`src/design/fas_pkg.sv`:
```
// Shared types, codes and constants for the fiducial alignment sequencer.
// No dependencies; fas_csr, fas_step and the top level import this package.
package fas_pkg;

   // Phase codes, carried on the result word as well
   typedef enum logic [2:0] {
      PH_WAIT   = 3'd0,
      PH_STRAFE = 3'd1,
      PH_ROTATE = 3'd2,
      PH_DIST   = 3'd3,
      PH_FINAL  = 3'd4,
      PH_DONE   = 3'd5
   } phase_type;

   // Drive command codes
   typedef enum logic [2:0] {
      CMD_NONE  = 3'd0,
      CMD_STOP  = 3'd1,
      CMD_LEFT  = 3'd2,
      CMD_RIGHT = 3'd3,
      CMD_CCW   = 3'd4,
      CMD_CW    = 3'd5,
      CMD_FWD   = 3'd6,
      CMD_BACK  = 3'd7
   } cmd_type;

   // Configuration port geometry
   localparam int CSR_INDEX_W = 3;
   localparam int CSR_DATA_W  = 17;

   // Register indexes
   localparam logic [CSR_INDEX_W-1:0] CSR_OFFSET_THRESHOLD = 3'd0;
   localparam logic [CSR_INDEX_W-1:0] CSR_TILT_THRESHOLD   = 3'd1;
   localparam logic [CSR_INDEX_W-1:0] CSR_OFFSET_WINDOW    = 3'd2;
   localparam logic [CSR_INDEX_W-1:0] CSR_AREA_TOLERANCE   = 3'd3;
   localparam logic [CSR_INDEX_W-1:0] CSR_AREA_TARGET      = 3'd4;
   localparam logic [CSR_INDEX_W-1:0] CSR_STRAFE_GAIN      = 3'd5;
   localparam logic [CSR_INDEX_W-1:0] CSR_DRIVE_GAIN       = 3'd6;
   localparam logic [CSR_INDEX_W-1:0] CSR_ROTATE_SPEED     = 3'd7;

   // Register reset values
   localparam logic [14:0]        RST_OFFSET_THRESHOLD = 15'd768;
   localparam logic [15:0]        RST_TILT_THRESHOLD   = 16'd48;
   localparam logic [14:0]        RST_OFFSET_WINDOW    = 15'd2560;
   localparam logic [15:0]        RST_AREA_TOLERANCE   = 16'd655;
   localparam logic signed [16:0] RST_AREA_TARGET      = -17'sd1;
   localparam logic [6:0]         RST_STRAFE_GAIN      = 7'd23;
   localparam logic [6:0]         RST_DRIVE_GAIN       = 7'd18;
   localparam logic [6:0]         RST_ROTATE_SPEED     = 7'd18;

   // Speed ceiling: 100 percent in Q7.8
   localparam logic [14:0] SPEED_MAX = 15'd25600;
   // Full scale of the Q0.16 area
   localparam logic [16:0] AREA_FULL = 17'h10000;

   // Configuration register set
   typedef struct packed {
      logic [14:0]        offset_threshold;
      logic [15:0]        tilt_threshold;
      logic [14:0]        offset_window;
      logic [15:0]        area_tolerance;
      logic signed [16:0] area_target;
      logic [6:0]         strafe_gain;
      logic [6:0]         drive_gain;
      logic [6:0]         rotate_speed;
   } cfg_type;

   // One camera sample
   typedef struct packed {
      logic               restart;
      logic               target_seen;
      logic signed [15:0] offset_sample;
      logic [15:0]        area_sample;
      logic [15:0]        left_corner_y;
      logic [15:0]        right_corner_y;
   } req_word_type;

   // One drive command
   typedef struct packed {
      cmd_type     drive_command;
      logic [14:0] drive_speed;
      phase_type   phase;
      logic        done_res;
   } rsp_word_type;

endpackage

```
`src/design/fas_req_if.sv`:
```
// Sample channel: valid/ready handshake carrying one camera sample word.
// Standalone; no package dependency.
interface fas_req_if;
   logic               valid;
   logic               ready;
   logic               restart;
   logic               target_seen;
   logic signed [15:0] offset_sample;
   logic [15:0]        area_sample;
   logic [15:0]        left_corner_y;
   logic [15:0]        right_corner_y;

   modport source (output valid, restart, target_seen, offset_sample, area_sample,
                   left_corner_y, right_corner_y, input ready);
   modport sink   (input valid, restart, target_seen, offset_sample, area_sample,
                   left_corner_y, right_corner_y, output ready);
endinterface

```
`src/design/fas_rsp_if.sv`:
```
// Command channel: valid/ready handshake carrying one drive command word.
// Standalone; no package dependency.
interface fas_rsp_if;
   logic        valid;
   logic        ready;
   logic [2:0]  drive_command;
   logic [14:0] drive_speed;
   logic [2:0]  phase;
   logic        done_res;

   modport source (output valid, drive_command, drive_speed, phase, done_res,
                   input ready);
   modport sink   (input valid, drive_command, drive_speed, phase, done_res,
                   output ready);
endinterface

```
`src/design/fas_csr.sv`:
```
// Configuration register file for the alignment sequencer.
// Depends on fas_pkg for register indexes, reset values and cfg_type.
module fas_csr
   import fas_pkg::*;
(
   input  logic                   clock,
   input  logic                   reset,
   input  logic                   csr_write_en,
   input  logic [CSR_INDEX_W-1:0] csr_index,
   input  logic [CSR_DATA_W-1:0]  csr_data,
   output cfg_type                cfg
);

   cfg_type cfg_ff;
   cfg_type cfg_in;

   // Decode the write into the addressed field
   always_comb begin
      cfg_in = cfg_ff;
      if (csr_write_en) begin
         case (csr_index)
            CSR_OFFSET_THRESHOLD: cfg_in.offset_threshold = csr_data[14:0];
            CSR_TILT_THRESHOLD:   cfg_in.tilt_threshold   = csr_data[15:0];
            CSR_OFFSET_WINDOW:    cfg_in.offset_window    = csr_data[14:0];
            CSR_AREA_TOLERANCE:   cfg_in.area_tolerance   = csr_data[15:0];
            CSR_AREA_TARGET:      cfg_in.area_target      = $signed(csr_data[16:0]);
            CSR_STRAFE_GAIN:      cfg_in.strafe_gain      = csr_data[6:0];
            CSR_DRIVE_GAIN:       cfg_in.drive_gain       = csr_data[6:0];
            CSR_ROTATE_SPEED:     cfg_in.rotate_speed     = csr_data[6:0];
            default:              cfg_in = cfg_ff;
         endcase
      end
   end

   // Hold the registers, load defaults on reset
   always_ff @(posedge clock) begin
      if (reset) begin
         cfg_ff.offset_threshold <= RST_OFFSET_THRESHOLD;
         cfg_ff.tilt_threshold   <= RST_TILT_THRESHOLD;
         cfg_ff.offset_window    <= RST_OFFSET_WINDOW;
         cfg_ff.area_tolerance   <= RST_AREA_TOLERANCE;
         cfg_ff.area_target      <= RST_AREA_TARGET;
         cfg_ff.strafe_gain      <= RST_STRAFE_GAIN;
         cfg_ff.drive_gain       <= RST_DRIVE_GAIN;
         cfg_ff.rotate_speed     <= RST_ROTATE_SPEED;
      end else begin
         cfg_ff <= cfg_in;
      end
   end

   assign cfg = cfg_ff;

endmodule

```
`src/design/fas_step.sv`:
```
// Per-sample sequencer step: phase register, held readings and the command
// decision for one sample word. Depends on fas_pkg.
module fas_step
   import fas_pkg::*;
(
   input  logic         clock,
   input  logic         reset,
   input  logic         advance,
   input  req_word_type item,
   input  cfg_type      cfg,
   output rsp_word_type result
);

   phase_type          phase_ff, phase_in;
   logic signed [15:0] held_offset_ff, held_offset_in;
   logic signed [16:0] held_tilt_ff, held_tilt_in;
   logic [15:0]        held_area_ff, held_area_in;

   logic signed [16:0] tilt_raw;
   logic signed [15:0] off_base, off_cur;
   logic signed [16:0] tilt_base, tilt_cur;
   logic [15:0]        area_cur;
   logic [16:0]        aoff;
   logic [16:0]        atilt_w;
   logic [15:0]        atilt;
   logic               start;
   phase_type          phase_a, phase_b;
   logic [6:0]         gain_sel;
   logic [16:0]        area_room;
   logic [23:0]        product;
   logic [15:0]        scaled;
   logic [14:0]        scaled_speed;
   logic [14:0]        rot_raw;
   logic [14:0]        rot_speed;
   logic signed [17:0] area_lo, area_hi, area_now;

   // Pick up the sample, fold in held readings, form magnitudes
   always_comb begin
      phase_a  = item.restart ? PH_WAIT : phase_ff;
      start    = (phase_a == PH_WAIT) && item.target_seen;
      tilt_raw = $signed({1'b0, item.right_corner_y}) - $signed({1'b0, item.left_corner_y});

      off_base  = start ? 16'sd0 : held_offset_ff;
      tilt_base = start ? 17'sd0 : held_tilt_ff;
      off_cur   = (item.offset_sample != 16'sd0) ? item.offset_sample : off_base;
      tilt_cur  = (tilt_raw != 17'sd0) ? tilt_raw : tilt_base;
      area_cur  = (item.area_sample != 16'd0) ? item.area_sample : held_area_ff;

      aoff    = off_cur[15] ? (17'd0 - {off_cur[15], off_cur}) : {1'b0, off_cur};
      atilt_w = tilt_cur[16] ? (17'd0 - tilt_cur) : tilt_cur;
      atilt   = atilt_w[15:0];

      if (start) begin
         phase_a = PH_STRAFE;
      end
   end

   // Area-scaled speed: one multiplier shared by strafe and drive
   always_comb begin
      gain_sel  = (phase_a == PH_STRAFE) ? cfg.strafe_gain : cfg.drive_gain;
      area_room = AREA_FULL - {1'b0, area_cur};
      product   = 24'(gain_sel) * 24'(area_room);
      scaled    = product[23:8];
      scaled_speed = (scaled > 16'(SPEED_MAX)) ? SPEED_MAX : scaled[14:0];

      rot_raw   = {cfg.rotate_speed, 8'd0};
      rot_speed = (rot_raw > SPEED_MAX) ? SPEED_MAX : rot_raw;

      area_now = $signed({2'b00, area_cur});
      area_lo  = $signed({cfg.area_target[16], cfg.area_target})
               - $signed({2'b00, cfg.area_tolerance});
      area_hi  = $signed({cfg.area_target[16], cfg.area_target})
               + $signed({2'b00, cfg.area_tolerance});
   end

   // Phase decision and command
   always_comb begin
      result.drive_command = CMD_NONE;
      result.drive_speed   = 15'd0;
      held_offset_in = off_cur;
      held_tilt_in   = tilt_cur;
      held_area_in   = area_cur;
      phase_b        = phase_a;

      // Strafe until centred, else fall into rotate on this sample
      if (phase_a == PH_STRAFE) begin
         if (aoff > {2'b00, cfg.offset_threshold}) begin
            result.drive_command = off_cur[15] ? CMD_LEFT : CMD_RIGHT;
            result.drive_speed   = scaled_speed;
         end else begin
            phase_b = PH_ROTATE;
         end
      end

      phase_in = phase_b;
      case (phase_b)
         PH_ROTATE: begin
            if ((atilt > cfg.tilt_threshold) && (aoff < {2'b00, cfg.offset_window})) begin
               result.drive_command = tilt_cur[16] ? CMD_CCW : CMD_CW;
               result.drive_speed   = rot_speed;
            end else begin
               result.drive_command = CMD_STOP;
               result.drive_speed   = 15'd0;
               if ((aoff <= {2'b00, cfg.offset_threshold}) &&
                   (atilt <= cfg.tilt_threshold)) begin
                  if (cfg.area_target[16]) begin
                     held_offset_in = 16'sd0;
                     held_tilt_in   = 17'sd0;
                     phase_in       = PH_FINAL;
                  end else begin
                     held_area_in = 16'd0;
                     phase_in     = PH_DIST;
                  end
               end else begin
                  held_offset_in = 16'sd0;
                  held_tilt_in   = 17'sd0;
                  phase_in       = PH_STRAFE;
               end
            end
         end
         PH_DIST: begin
            if (area_now < area_lo) begin
               result.drive_command = CMD_FWD;
               result.drive_speed   = scaled_speed;
            end else if (area_now > area_hi) begin
               result.drive_command = CMD_BACK;
               result.drive_speed   = scaled_speed;
            end else begin
               result.drive_command = CMD_STOP;
               held_offset_in = 16'sd0;
               held_tilt_in   = 17'sd0;
               phase_in       = PH_FINAL;
            end
         end
         PH_FINAL: begin
            result.drive_command = CMD_STOP;
            if ((aoff < {2'b00, cfg.offset_threshold}) && (atilt < cfg.tilt_threshold)) begin
               phase_in = PH_DONE;
            end else begin
               phase_in = PH_WAIT;
            end
         end
         PH_DONE: begin
            result.drive_command = CMD_STOP;
         end
         default: begin
            // waiting or strafing: command already set above
         end
      endcase

      result.phase    = phase_in;
      result.done_res = (phase_in == PH_DONE);
   end

   // Advance the sequencer state when the word moves to the result stage
   always_ff @(posedge clock) begin
      if (reset) begin
         phase_ff       <= PH_WAIT;
         held_offset_ff <= 16'sd0;
         held_tilt_ff   <= 17'sd0;
         held_area_ff   <= 16'd0;
      end else if (advance) begin
         phase_ff       <= phase_in;
         held_offset_ff <= held_offset_in;
         held_tilt_ff   <= held_tilt_in;
         held_area_ff   <= held_area_in;
      end
   end

endmodule

```
`src/design/fiducial_alignment_sequencer.sv`:
```
// Fiducial alignment sequencer top level: sample register, step logic, result register.
// Path: a sample word is held in the sample register, and its command word in the result register.
// Throughput: one word per cycle while the command channel takes words; a stall there holds both registers.
// Reset: pipeline empties, phase returns to wait, held readings clear, registers take defaults.
// Depends on fas_pkg, fas_req_if, fas_rsp_if, fas_csr and fas_step.
module fiducial_alignment_sequencer
   import fas_pkg::*;
(
   input  logic                   clock,
   input  logic                   reset,
   fas_req_if.sink                req_chan,
   fas_rsp_if.source              rsp_chan,
   input  logic                   csr_write_en,
   input  logic [CSR_INDEX_W-1:0] csr_index,
   input  logic [CSR_DATA_W-1:0]  csr_data
);

   cfg_type      cfg;
   req_word_type req_word;
   req_word_type s1_word_ff;
   logic         s1_valid_ff, s1_valid_in;
   rsp_word_type step_word;
   rsp_word_type rsp_word_ff;
   logic         rsp_valid_ff, rsp_valid_in;
   logic         advance;
   logic         req_take;

   fas_csr u_csr (
      .clock        (clock),
      .reset        (reset),
      .csr_write_en (csr_write_en),
      .csr_index    (csr_index),
      .csr_data     (csr_data),
      .cfg          (cfg)
   );

   fas_step u_step (
      .clock   (clock),
      .reset   (reset),
      .advance (advance),
      .item    (s1_word_ff),
      .cfg     (cfg),
      .result  (step_word)
   );

   // Gather the incoming word
   always_comb begin
      req_word.restart        = req_chan.restart;
      req_word.target_seen    = req_chan.target_seen;
      req_word.offset_sample  = req_chan.offset_sample;
      req_word.area_sample    = req_chan.area_sample;
      req_word.left_corner_y  = req_chan.left_corner_y;
      req_word.right_corner_y = req_chan.right_corner_y;
   end

   // Move a word forward when the result stage is free or being drained
   assign advance      = s1_valid_ff && (!rsp_valid_ff || rsp_chan.ready);
   assign req_chan.ready = !s1_valid_ff || advance;
   assign req_take     = req_chan.valid && req_chan.ready;
   assign s1_valid_in  = req_take || (s1_valid_ff && !advance);
   assign rsp_valid_in = advance || (rsp_valid_ff && !rsp_chan.ready);

   // Pipeline valid flags
   always_ff @(posedge clock) begin
      if (reset) begin
         s1_valid_ff  <= 1'b0;
         rsp_valid_ff <= 1'b0;
      end else begin
         s1_valid_ff  <= s1_valid_in;
         rsp_valid_ff <= rsp_valid_in;
      end
   end

   // Payload registers
   always_ff @(posedge clock) begin
      if (req_take) begin
         s1_word_ff <= req_word;
      end
      if (advance) begin
         rsp_word_ff <= step_word;
      end
   end

   // Drive the command channel
   assign rsp_chan.valid         = rsp_valid_ff;
   assign rsp_chan.drive_command = rsp_word_ff.drive_command;
   assign rsp_chan.drive_speed   = rsp_word_ff.drive_speed;
   assign rsp_chan.phase         = rsp_word_ff.phase;
   assign rsp_chan.done_res      = rsp_word_ff.done_res;

endmodule

```
`src/flat_wrapper.sv`:
```
// flat-port wrapper written by rule: the top's interface ports become plain ports
module fiducial_alignment_sequencer_flat import fas_pkg::*;
  (clock, reset, csr_write_en, csr_index, csr_data, req_chan_valid, req_chan_restart, req_chan_target_seen, req_chan_offset_sample, req_chan_area_sample, req_chan_left_corner_y, req_chan_right_corner_y, req_chan_ready, rsp_chan_valid, rsp_chan_drive_command, rsp_chan_drive_speed, rsp_chan_phase, rsp_chan_done_res, rsp_chan_ready);
  fas_req_if req_chan_i ();
  fas_rsp_if rsp_chan_i ();
  input  logic clock;
  input  logic reset;
  input  logic csr_write_en;
  input  logic [CSR_INDEX_W-1:0] csr_index;
  input  logic [CSR_DATA_W-1:0] csr_data;
  input wire logic [$bits(req_chan_i.valid)-1:0] req_chan_valid;
  input wire logic [$bits(req_chan_i.restart)-1:0] req_chan_restart;
  input wire logic [$bits(req_chan_i.target_seen)-1:0] req_chan_target_seen;
  input wire logic [$bits(req_chan_i.offset_sample)-1:0] req_chan_offset_sample;
  input wire logic [$bits(req_chan_i.area_sample)-1:0] req_chan_area_sample;
  input wire logic [$bits(req_chan_i.left_corner_y)-1:0] req_chan_left_corner_y;
  input wire logic [$bits(req_chan_i.right_corner_y)-1:0] req_chan_right_corner_y;
  output wire logic [$bits(req_chan_i.ready)-1:0] req_chan_ready;
  output wire logic [$bits(rsp_chan_i.valid)-1:0] rsp_chan_valid;
  output wire logic [$bits(rsp_chan_i.drive_command)-1:0] rsp_chan_drive_command;
  output wire logic [$bits(rsp_chan_i.drive_speed)-1:0] rsp_chan_drive_speed;
  output wire logic [$bits(rsp_chan_i.phase)-1:0] rsp_chan_phase;
  output wire logic [$bits(rsp_chan_i.done_res)-1:0] rsp_chan_done_res;
  input wire logic [$bits(rsp_chan_i.ready)-1:0] rsp_chan_ready;
  assign req_chan_i.valid = req_chan_valid;
  assign req_chan_i.restart = req_chan_restart;
  assign req_chan_i.target_seen = req_chan_target_seen;
  assign req_chan_i.offset_sample = req_chan_offset_sample;
  assign req_chan_i.area_sample = req_chan_area_sample;
  assign req_chan_i.left_corner_y = req_chan_left_corner_y;
  assign req_chan_i.right_corner_y = req_chan_right_corner_y;
  assign req_chan_ready = req_chan_i.ready;
  assign rsp_chan_valid = rsp_chan_i.valid;
  assign rsp_chan_drive_command = rsp_chan_i.drive_command;
  assign rsp_chan_drive_speed = rsp_chan_i.drive_speed;
  assign rsp_chan_phase = rsp_chan_i.phase;
  assign rsp_chan_done_res = rsp_chan_i.done_res;
  assign rsp_chan_i.ready = rsp_chan_ready;
  fiducial_alignment_sequencer u_core (.clock(clock), .reset(reset), .req_chan(req_chan_i), .rsp_chan(rsp_chan_i), .csr_write_en(csr_write_en), .csr_index(csr_index), .csr_data(csr_data));
endmodule
```
`config.mk`:
```
export PLATFORM = sky130hd
export DESIGN_NAME = fiducial_alignment_sequencer_flat
export DESIGN_NICKNAME = d
export VERILOG_FILES = /design/src/design/fas_pkg.sv /design/src/design/fas_req_if.sv /design/src/design/fas_rsp_if.sv /design/src/design/fas_csr.sv /design/src/design/fas_step.sv /design/src/design/fiducial_alignment_sequencer.sv /design/src/flat_wrapper.sv
export SDC_FILE = /design/constraint.sdc
export NUM_CORES = 1
export LEC_CHECK = 0
export ABC_AREA = 1
export BUFFER_PORTS_ARGS = -buffer_cell sky130_fd_sc_hd__buf_4
export CAP_MARGIN = 20
export CORE_MARGIN = 2
export CORE_UTILIZATION = 40
export DETAILED_ROUTE_END_ITERATION = 8
export GPL_ROUTABILITY_DRIVEN = 1
export GPL_TIMING_DRIVEN = 0
export HOLD_SLACK_MARGIN = 0.02
export PLACE_DENSITY = 0.56
export SLEW_MARGIN = 20
export SYNTH_ARGS = -nofsm -noshare
export SYNTH_HDL_FRONTEND = slang
export SYNTH_SLANG_ARGS = --single-unit
```
`constraint.sdc`:
```
create_clock -name clock -period 17.32 [get_ports clock]
set_clock_uncertainty 0.2 [all_clocks]
set_input_delay 0.866 -clock clock [delete_from_list [all_inputs] [get_ports clock]]
set_output_delay 0.866 -clock clock [all_outputs]
set_load 0.01 [all_outputs]
```
# == Yosys cells after proc, flatten, opt, wreduce, memory -nomap -nowiden ==
# Index checks and enable logic that the tools add are counted.
# op_classes
add_sub_neg,6
multipliers,1
n_lt_le_gt_ge,11
n_reduce_logical,30
muxes,47
n_eq_ne,13
# op_table
op,n
two-way mux 16 bit,13
two-way mux 17 bit,10
two-way mux 15 bit,3
two-way mux 18 bit,2
less-than comparator 17 x 15 -> 1 bit,2
case mux 17 bit (2 select lines),1
two-way mux 3 bit,11
case mux 16 bit (2 select lines),1
nonzero test 16 bit,2
case mux 15 bit (2 select lines),1
multiplier 7 x 17 -> 24 bit,1
"== test 3 bit, second input constant",7
adder 17 x 17 -> 18 bit,1
> comparator 17 x 18 -> 1 bit,1
less-than comparator 17 x 18 -> 1 bit,1
case mux 3 bit (3 select lines),2
subtractor 17 x 17 -> 18 bit,1
> comparator 17 x 15 -> 1 bit,1
less-or-equal comparator 17 x 15 -> 1 bit,1
nonzero test 17 bit,1
"subtractor 1 x 16 -> 17 bit, first input constant",1
subtractor 16 x 16 -> 17 bit,1
"subtractor 17 x 16 -> 17 bit, first input constant",1
"> comparator 16 x 15 -> 1 bit, second input constant",1
other kinds (15),41
# word_totals
output_inout_bits,24
inputBits,91
regBits,242

# == Logic depth before layout (Yosys ltp) ==
# Gate-level depths: netlist of the first run.
# logic_depth
ltp_word,14
ltp_mapped,43
ltp_nobuf,42

# == Modules after synthesis ==
# Synthesis of the first run repeated with hierarchy kept, for this count alone.
# unflattened
hier_cells,2625
hier_area_um2,19047.0
# by_module_without_submodules
mod,instances,area_each_um2,seq_area_each_um2,cells_per_inst
fas_step,1,12438.2,1041.0,1985
fas_csr,1,3875.0,2001.9,540
fiducial_alignment_sequencer,1,2733.9,2682.6,100

# == Worst setup path after synthesis of the first run ==
# Ideal clock, no wire load.
# synth_timing
path_kind,register to register
start,reg u_core.s1_word_ff[47] in the netlist's numbering
end,"reg u_core.rsp_word_ff, in the netlist u_core.rsp_chan.drive_speed[3] (data pin)"
t_required_ns,16.861
slack_ns,10.689
arrival_time_ns,6.173
path_stages_with_launch,40
n_path_buf,0
synth_period_minus_slack_ns,6.631
path_cell_list,edfxtp_1 > nor2_1 > nand2_1 > nor2_1 > nand2_2 > o21ai_1 > inv_1 > nand4_1 > nor2_1 > nand2_1 > nor3_2 > inv_1 > nor3_2 > or2_2 > nand2_1 > nor2_1 > fa_1 > fa_1 > [... 4 more ...] > ha_1 > a21oi_1 > o21a_1 > inv_1 > a21oi_1 > nor2_1 > a211oi_1 > nand2_1 > nand2_1 > nand2_1 > inv_1 > nand2_1 > nor2_1 > nand2_1 > nand3_1 > nand2_2 > nand2_4 > nor2_1
# synth_lines
element,line,rtl
from (decl),fiducial_alignment_sequencer.sv:20,req_word_type s1_word_ff;
from (signal assigned),fiducial_alignment_sequencer.sv:77,s1_word_ff <= req_word;
to (signal assigned),fiducial_alignment_sequencer.sv:80,rsp_word_ff <= step_word;
to (decl),fiducial_alignment_sequencer.sv:23,rsp_word_type rsp_word_ff;

==> flow_summary.yaml, run 1 <==
logic_synthesis:
  synthTopCellsByArea: "dfxtp_1 (16%), edfxtp_1 (14%), nand2_1 (11%)"
  synth-seq-area-share: 0.3054
  synthTopCellsByCount: "nand2_1 (565), inv_1 (350), nor2_1 (301), a21oi_1 (228), ha_1 (165)"
  yosysMostFrequentCell: "nand2_1"
  synth_top_area_frac: 0.1644
  syn_area_sq_um: 18750
  syn_avg_cell_area_sq_um: 7.404
  yosysUniqueCellTypes: 61
  synth_seq_cells: 242
  ys_async_sr_fraction: 0
  ys_warn_count: 0
  synth_edf_count: 88
  synthCells: 2532
  synthFlopType: "dfxtp_1"
  yosys.area.top_type: "dfxtp_1"
  synth_fp_nets: 2864
power_and_ir_drop:
  p_int_mw: 1.438
  p_clk_frac: 0.265
  p_leak_nw: 10.01
  swShare: 0.4186
  vdd_drop_max_uv: 105.6
  pwr-share-seq: 0.264
  p_per_area_nw_per_um2: 115.2
  comb_power_share: 0.471
  switchingPower_mw: 1.035
setup_path:
  critPathKind: "reg2reg"
  slowest_stage: "o21ai_1"
  path_max_fanout: 8
  worstPathArrival_ps: 8440
  endpoint_kind: "flop"
  slowest_delay_ps: 670
  crit_top_cell: "nand2_1"
  critPathLaunchType: "flop"
  worstPathRequired_ps: 17440
global_routing:
  grt_use_met2: 0.4020
  grt_pass1_wl_um: 87420
  busiest_layer: "met2"
  grtUsageMet3: 0.02089
  met1_usage: 0.2996
  antenna_found_initial: 0
  track_usage: 0.2281
  grt_overflow: 0
  grt_max_degree: 51
  grt_pass1_vias: 16427
timing:
  finalHoldViolations: 0
  maxSlewViolCount: 0
  rsz0062_at_grt: "false"
  timing.final.crit_share: 0.4804
  max_freq_mhz: 120.2
  setup_tns_ps: 0
  maxSlewHeadroom: 0.4504
  setup_viol: 0
  worstMarginPinSlew_ps: 818.9
  finalCriticalPeriod_ps: 8321
clock_tree:
  hold_buffers: 0
  ctsResizeCount: 0
  cts_sinks: 242
  clockBufferDepth: 3
  post_cts_buffers: 0
  cts_tree: "yes"
  root_buffer: "clkbuf_16"
  clkTransAtPathRegs_ps: 60
  numCtsBuffers: 31
  cts.htree.levels: 1
  clock_latency_ps: 610
place:
  place_congestion: 0.9321
  io_buffers: 112
  hpwl_um: 44130
  dp.cells: 3253
route:
  ant_nets: 0
  drtPass1Iterations: 6
  wl_per_cell_um: 16.53
  via_count: 16885
  drt_wl_total_um: 54740
  drc_errors: 0
  drt_iter0_drc: 1087
  vias_per_cell: 5.100
final_layout:
  nNetsFinal: 3011
  fillers: 4691
  multi_input_area_sq_um: 11360
  drive_gt1_frac: 0.09172
  antennaDiodeCount: 0
  layout.cells.non_filler: 3311
  area_growth_syn_to_layout_pct: 14.46
  seqCellArea_sq_um: 5725
die:
  rows: 79
  dieWidth_um: 220.5
  die_area_sq_um: 48620
  start_util: 0.4044
  io_pins: 115
  coreArea_sq_um: 46360
  die_height_um: 220.5
flow_run:
  drv_cap: 0
hold_path:
  hold_path_class: "in2reg"
status:
  run_status: "completed"
## per-layer routing
metal / part of all wire / routed length, um
met5: 0 / 0
met4: 0.028 / 1525
met3: 0.040 / 2174
met1: 0.45 / 24530
met2: 0.48 / 26500
## cells by family (layout without fill, tap and decap cells)
group / after synthesis / count (layout) / synth area share
AOI/OAI and AO/OA: 438 / 438 / 0.1284
xor gates and xnor gates: 71 / 71 / 0.03357
DFF: 242 / 242 / 0.3054
and+or+nand+nor: 1114 / 1114 / 0.2526
buffers and inverters: 426 / 598 / 0.08876
adders and majority gates: 241 / 241 / 0.1913
## through the flow
step	hold slack (ps)	instance area, sq um	setup slack, ps	utilization	total power, mW
after detailed placement	240.4	20400	9002	0.4400	1.819
after global placement	240.7	20350	9032	0.4389	1.803
after floorplan	224.5	18750	10690	-	1.510
after global routing	203.0	21460	8280	0.4629	2.681
final	231.3	21460	8999	0.4629	2.472
after CTS	199.6	21460	8950	0.4629	2.488
## placed cells by master (no fill, tap or decap), drive strengths merged, types with 20 or more instances in the layout
cell type and count:
nand2 575, inv 360, nor2 310, a21oi 232, ha 165, dfxtp 154, o21ai 149, nand3 144
buf 132, clkbuf 91, edfxtp 88, fa 76, xor2 62, nand4 28, nor3 26, o211ai 20
## worst max-delay path: cells and delay by family (launching register included)
family | cells | cell delay, ps
buffers and inverters | 5 | 490
XOR/XNOR | 1 | 520
flip-flops | 1 | 460
AND/OR/NAND/NOR | 19 | 2110
AO/OA/AOI/OAI | 5 | 1500
adder cells (fa/ha/maj) | 6 | 2750
## power by group through the flow
stage	clock network [mW]	registers [mW]	logic [mW]
floorplan	0	0.663	0.847
global placement	0	0.665	1.14
detailed placement	0	0.664	1.15
CTS	0.673	0.653	1.16
global route	0.697	0.656	1.33
finish	0.656	0.652	1.16
## final cells by class
class,instances,area share
multi-input cells,1864,0.5293
well taps,607,0.03539
inverters,358,0.06274
repair buffers,114,0.04140
plain buffers,68,0.01499
clock inverters,17,0.007638
clock buffers,41,0.04169
flip-flops and latches,242,0.2668
## worst paths after layout
kind	cells after the start	endpoint	startpoint	slack, ps
hold reg to reg	2	u_core.u_csr.cfg[20]$_SDFFE_PP0P_	u_core.u_csr.cfg[20]$_SDFFE_PP0P_	250
hold / removal	1	u_core.s1_word_ff[40]$_DFFE_PP_	req_chan_area_sample[8]	230
setup reg to reg	36	u_core.rsp_chan.drive_speed[3]$_DFFE_PP_	u_core.s1_word_ff[40]$_DFFE_PP_	9000
setup / recovery	36	u_core.rsp_chan.drive_speed[3]$_DFFE_PP_	u_core.s1_word_ff[40]$_DFFE_PP_	9000
## sequential cells by signal (all words and copies together) (netlist names), 15 cells and up
register	cells
u_core.rsp_chan.drive_speed	15
u_core.s1_word_ff	66
u_core.u_csr.cfg	100
u_core.u_step.held_area_ff	16
u_core.u_step.held_offset_ff	16
u_core.u_step.held_tilt_ff	17
Power figures use the tool's default switching activity.
==> run 2: changes to the inputs <==
--- a/config.mk
+++ b/config.mk
@@ -5,7 +5,7 @@
 export SDC_FILE = /design/constraint.sdc
 export NUM_CORES = 1
 export LEC_CHECK = 0
-export ABC_AREA = 1
+export ABC_AREA = 0
 export BUFFER_PORTS_ARGS = -buffer_cell sky130_fd_sc_hd__buf_4
 export CAP_MARGIN = 20
 export CORE_MARGIN = 2
@@ -14,7 +14,7 @@
 export GPL_ROUTABILITY_DRIVEN = 1
 export GPL_TIMING_DRIVEN = 0
 export HOLD_SLACK_MARGIN = 0.02
-export PLACE_DENSITY = 0.56
+export PLACE_DENSITY = 0.58
 export SLEW_MARGIN = 20
 export SYNTH_ARGS = -nofsm -noshare
 export SYNTH_HDL_FRONTEND = slang
==> constraint.sdc (replaced) <==
create_clock -name clock -period 6.9 [get_ports clock]
set_clock_uncertainty 0.2 [all_clocks]
set_input_delay 0.345 -clock clock [delete_from_list [all_inputs] [get_ports clock]]
set_output_delay 0.345 -clock clock [all_outputs]
set_load 0.01 [all_outputs]
==> run 2 against run 1 <==
Net effect:
- the run now ends with setup timing left
- worst hold slack worse by 190 ps
- global-route usage up 0.41 points
- synthesized cell count down 13%
- routed wire length up 5.9%
- first-iteration DRC count up 7.5%
- die area up 0.47%
- critical path type unchanged
- largest power group unchanged
==> flow_summary.yaml, run 2 <==
status:
  run_status: "finished, violations left"
  violations: "setup timing"
die:
  die_height_um: 221.0
  rows: 79
  start_util: 0.4046
  dieWidth_um: 221.0
  coreArea_sq_um: 46560
  io_pins: 115
  die_area_sq_um: 48850
timing:
  setup_viol: 15
  finalHoldViolations: 0
  timing.final.crit_share: 1.073
  max_freq_mhz: 135.1
  worstMarginPinSlew_ps: 1142
  rsz0062_at_grt: "true"
  finalCriticalPeriod_ps: 7402
  hold_slack_ps: 44.62
  setup_tns_ps: -5916
  maxSlewHeadroom: 0.2305
  maxSlewViolCount: 0
  setup_slack_ps: -501.8
global_routing:
  grt_pass1_vias: 17253
  antenna_found_initial: 0
  grt_pass1_wl_um: 92280
  grt_overflow: 0
  grt_max_degree: 51
  track_usage: 0.2322
clock_tree:
  root_buffer: "clkbuf_16"
  cts_sinks: 242
  cts_tree: "yes"
  clock_latency_ps: 610
  cts.htree.levels: 1
  numCtsBuffers: 30
  clockBufferDepth: 3
  clkTransAtPathRegs_ps: 60
setup_path:
  crit_top_cell: "fa_1"
  critPathKind: "reg2reg"
  path_max_fanout: 5
  endpoint_kind: "flop"
  r2r_cells: 28
  critPathLaunchType: "flop"
  slowest_stage: "fa_1"
  worstPathArrival_ps: 7530
  slowest_delay_ps: 580
  critical_path_cell_count: 28
  reg2reg_to: "u_core.rsp_chan.drive_speed[2]$_DFFE_PP_"
  critPathLaunch: "u_core.s1_word_ff[42]$_DFFE_PP_"
  critical-path-top-delay-family: "adder cells"
  r2r-start: "u_core.s1_word_ff[42]$_DFFE_PP_"
  cp.buffers_inverters: 6
  critPathCapture: "u_core.rsp_chan.drive_speed[2]$_DFFE_PP_"
  rrSetupSlack_ps: -500
  worstPathRequired_ps: 7030
final_layout:
  seqCellArea_sq_um: 5725
  mostFrequentLayoutCells: "nand2_1 (225), buf_4 (216), inv_1 (206)"
  antennaDiodeCount: 0
  layout.cells.non_filler: 3178
  multi_input_area_sq_um: 13150
  area_growth_syn_to_layout_pct: 30.21
  drive_gt1_frac: 0.2104
  final_common_cell: "nand2_1"
  fillers: 4284
  largest_reg_flops: 100
  nNetsFinal: 2879
  utilization: 0.5269
logic_synthesis:
  synth-seq-area-share: 0.3039
  synthCells: 2212
  ys_warn_count: 0
  syn_avg_cell_area_sq_um: 8.516
  ys_async_sr_fraction: 0
  synth_fp_nets: 2544
  synthTopCellsByCount: "nand2_1 (232), nor2_1 (224), inv_1 (219), a21oi_1 (185), ha_1 (165)"
  synthTopCellsByArea: "dfxtp_1 (16%), edfxtp_1 (14%), ha_1 (11%)"
  yosys.area.top_type: "dfxtp_1"
  synthFlopType: "dfxtp_1"
  syn_area_sq_um: 18840
  synth_seq_cells: 242
  yosysUniqueCellTypes: 100
  synth_top_area_frac: 0.1637
  synth_edf_count: 88
  yosysMostFrequentCell: "nand2_1"
power_and_ir_drop:
  vdd_drop_max_uv: 206.1
  comb_power_share: 0.454
  p_leak_nw: 10.09
  p_int_mw: 3.625
  switchingPower_mw: 2.185
  p_clk_frac: 0.267
  pwr-share-seq: 0.280
  total_power_mw: 5.811
  swShare: 0.3761
  p_per_area_nw_per_um2: 236.9
route:
  drt_wl_total_um: 57990
  ant_nets: 0
  drt_iter0_drc: 1169
  wl_per_cell_um: 18.25
  drc_errors: 0
  vias_per_cell: 5.431
  drtPass1Iterations: 5
  via_count: 17260
place:
  place_congestion: 0.8999
  hpwl_um: 43020
  dp.cells: 2927
  io_buffers: 107
flow_run:
  drv_cap: 0
hold_path:
  hold_path_class: "in2reg"
-- run 2: cell families (layout without fill, tap and decap cells) --
family / count (synthesis) / count (layout) / share of synthesized area
compound gates: 556 / 557 / 0.1977
xor+xnor: 89 / 89 / 0.04138
fa+ha+maj: 242 / 242 / 0.1909
buf+inv: 312 / 670 / 0.06542
flops: 242 / 242 / 0.3039
mux: 20 / 20 / 0.01096
simple gates: 751 / 751 / 0.1898
-- run 2: power by group through the flow --
stage                     clock network, mW  logic, mW  registers [mW]
after floorplan                           0       1.56            1.65
after global placement                    0       2.07            1.65
after detailed placement                  0       2.10            1.65
after CTS                              1.58       2.37            1.62
after global routing                   1.64       2.91            1.63
final                                  1.55       2.64            1.62
-- run 2: worst min-delay path: cells and delay by family --
family / cells / cell delay (ps)
simple gates: 1 / 130
buf+inv: 1 / 270
compound gates: 1 / 50
-- run 2: per-layer routing --
metal,vias up,track usage,part of all wire
li1,8398,-,-
met1,8340,0.3004,0.44
met2,414,0.4044,0.49
met3,108,0.02350,0.038
met4,0,0.07859,0.037
met5,-,0,0
-- run 2: layout make-up --
class,count,area share
multi-input cells,1659,0.5362
well taps,607,0.03096
plain buffers,84,0.01857
inverters,220,0.03372
clock buffers,41,0.03514
repair buffers,310,0.1074
clock inverters,15,0.004591
flip-flops and latches,242,0.2334
-- run 2: worst min-delay path by stage --
stage                                                       end  slack (ps)                                         from  cells past startpoint
finish                        u_core.u_csr.cfg[85]$_SDFFE_PP0P_          40                                  csr_data[0]                      3
global route                  u_core.u_csr.cfg[85]$_SDFFE_PP0P_          70                                  csr_data[0]                      3
CTS                           u_core.u_csr.cfg[85]$_SDFFE_PP0P_          30                                  csr_data[0]                      3
detailed placement            u_core.u_csr.cfg[81]$_SDFFE_PP0P_         250            u_core.u_csr.cfg[81]$_SDFFE_PP0P_                      2
global placement    u_core.u_step.held_tilt_ff[14]$_SDFFE_PP0P_         240  u_core.u_step.held_tilt_ff[14]$_SDFFE_PP0P_                      2
floorplan           u_core.u_step.held_tilt_ff[15]$_SDFFE_PP0P_         220  u_core.u_step.held_tilt_ff[15]$_SDFFE_PP0P_                      2
-- run 2: through the flow --
step	instance area, sq um	setup WS [ps]
CTS	23570	-526.5
floorplan	19210	-156.7
detailed placement	20820	-1316
global route	24530	-825.8
global placement	20780	-1266
finish	24530	-501.8
-- run 2: repair_timing --
item	4_1_cts	5_1_grt
setup buffers	55	60
pin swaps	35	107
gates cloned	2	1
endpoints found under the setup margin	73	71
resized for setup	102	125
hold buffers	86	0
hold endpoints to repair	141	0
==> run 3: changes to the inputs <==
--- a/config.mk
+++ b/config.mk
@@ -14,7 +14,7 @@
 export GPL_ROUTABILITY_DRIVEN = 1
 export GPL_TIMING_DRIVEN = 0
 export HOLD_SLACK_MARGIN = 0.02
-export PLACE_DENSITY = 0.58
+export PLACE_DENSITY = 0.56
 export SLEW_MARGIN = 20
 export SYNTH_ARGS = -nofsm -noshare
 export SYNTH_HDL_FRONTEND = slang
==> constraint.sdc (replaced) <==
create_clock -name clock -period 8.9 [get_ports clock]
set_clock_uncertainty 0.2 [all_clocks]
set_input_delay 0.445 -clock clock [delete_from_list [all_inputs] [get_ports clock]]
set_output_delay 0.445 -clock clock [all_outputs]
set_load 0.01 [all_outputs]
==> run 3 against run 2 <==
Net effect:
- critical endpoint is now u_core.rsp_chan.drive_speed[4]$_DFFE_PP_
- the run now ends clean
- non-clock buffer count decreased by 107
- maximum frequency down 13%
- largest cell class unchanged
- register-to-register slack better by 890 ps
- critical path type unchanged
==> flow_summary.yaml, run 3 (synthesized netlist as in run 2, its figures left out) <==
setup_path:
  worstPathRequired_ps: 9060
  crit_top_cell: "fa_1"
  r2r-start: "u_core.s1_word_ff[35]$_DFFE_PP_"
  critPathKind: "reg2reg"
  slowest_delay_ps: 690
  endpoint_kind: "flop"
  worstPathArrival_ps: 8670
  critPathLaunchType: "flop"
  critPathLaunch: "u_core.s1_word_ff[35]$_DFFE_PP_"
  slowest_stage: "a311oi_1"
  path_max_fanout: 9
die:
  coreArea_sq_um: 46560
  io_pins: 115
  die_area_sq_um: 48850
  rows: 79
  die_height_um: 221.0
  start_util: 0.4046
  dieWidth_um: 221.0
clock_tree:
  clockBufferDepth: 3
  root_buffer: "clkbuf_16"
  cts.htree.levels: 1
  clkTransAtPathRegs_ps: 60
  cts_tree: "yes"
  numCtsBuffers: 30
  clock_latency_ps: 620
  cts_sinks: 242
route:
  drt_wl_total_um: 55650
  via_count: 16790
  ant_nets: 0
  wl_per_cell_um: 18.13
  drtPass1Iterations: 6
  vias_per_cell: 5.469
  drt_iter0_drc: 1248
  drc_errors: 0
global_routing:
  antenna_found_initial: 0
  grt_pass1_wl_um: 89690
  grt_max_degree: 53
  grt_pass1_vias: 16806
  grt_overflow: 0
  track_usage: 0.2257
timing:
  finalCriticalPeriod_ps: 8509
  setup_viol: 0
  hold_slack_ps: 73.57
  timing.final.crit_share: 0.9561
  maxSlewHeadroom: 0.2905
  max_freq_mhz: 117.5
  worstMarginPinSlew_ps: 1053
  maxSlewViolCount: 0
  finalHoldViolations: 0
  setup_tns_ps: 0
  rsz0062_at_grt: "false"
final_layout:
  antennaDiodeCount: 0
  area_growth_syn_to_layout_pct: 19.44
  mostFrequentLayoutCells: "nand2_1 (232), nor2_1 (224), inv_1 (219)"
  drive_gt1_frac: 0.1157
  final_common_cell: "nand2_1"
  largest_reg_flops: 100
  seqCellArea_sq_um: 5725
  nNetsFinal: 2771
  fillers: 4511
  multi_input_area_sq_um: 12070
  design_area_sq_um: 22500
place:
  place_area_sq_um: 20440
  io_buffers: 107
  hpwl_um: 43290
  place_congestion: 0.8951
power_and_ir_drop:
  total_power_mw: 4.090
  vdd_drop_max_uv: 157.6
  p_leak_nw: 9.335
  p_per_area_nw_per_um2: 181.8
status:
  run_status: "completed"
hold_path:
  hold_path_startpoint: "csr_data[4]"
  hold_path_class: "in2reg"
flow_run:
  drv_cap: 0
run 3: changes by cell type in the layout (fill, tap and decap cells not counted), moves of 15 or more:
cell      before  now
nor2_2        25    0
clkbuf_1      53   70
nor2_1       195  224
buf_4        216  121
a21oi_1      169  184
run 3: path summary, 6_finish.rpt:
| kind | end | slack (ps) | cells past startpoint |
|---|---|---|---|
| setup / recovery | u_core.rsp_chan.drive_speed[4]$_DFFE_PP_ | 390 | 26 |
| hold / removal | u_core.u_csr.cfg[42]$_SDFFE_PP0P_ | 70 | 3 |
| setup reg to reg | u_core.rsp_chan.drive_speed[4]$_DFFE_PP_ | 390 | 26 |
| hold reg to reg | u_core.u_csr.cfg[80]$_SDFFE_PP0P_ | 260 | 2 |
run 3: routing by layer:
layer	GRT usage	routed length [um]
met1	0.2915	24120
met2	0.3991	27360
met3	0.02377	2576
met4	0.06322	1598
met5	0	0
run 3: what timing repair did:
action | in CTS | in global routing
setup buffers | 0 | 10
pin swaps | 0 | 6
endpoints found under the hold margin | 113 | 0
setup endpoints to repair | 15 | 15
hold buffers | 79 | 0
resized for setup | 12 | 17
run 3: final cells by class:
cell class | count | share of cell area
clock buffers | 46 | 0.04104
flip-flops and latches | 242 | 0.2545
clock inverters | 10 | 0.004171
multi-input cells | 1658 | 0.5366
plain buffers | 90 | 0.01779
repair buffers | 197 | 0.07540
inverters | 220 | 0.03676
well taps | 607 | 0.03375
run 3: worst max-delay path: cells and delay by family (launching register included):
kind                       cells  cell delay, ps
adders and majority gates      5            2450
AOI/OAI and AO/OA              8            2340
and+or+nand+nor                7            1850
xor gates and xnor gates       2             520
DFF                            1             500
buffers and inverters          4             430
run 3: power by group:
group / leakage, nW / internal (mW) / switching, mW / total (mW)
combinational: 6.73 / 0.653 / 0.953 / 1.61
clock: 0.502 / 0.718 / 0.507 / 1.23
sequential: 2.11 / 1.22 / 0.0401 / 1.26
total: 9.34 / 2.59 / 1.50 / 4.09
run 3: through the flow:
| stage | worst slack (ps) | util | std cells |
|---|---|---|---|
| finish | 390.5 | 0.4833 | 3070 |
| global route | 17.57 | 0.4833 | 3070 |
| CTS | 3.113 | 0.4797 | 3062 |
| detailed placement | -346.3 | 0.4390 | 2927 |
| global placement | -308.7 | 0.4382 | 2926 |
| floorplan | 1101 | - | 2212 |
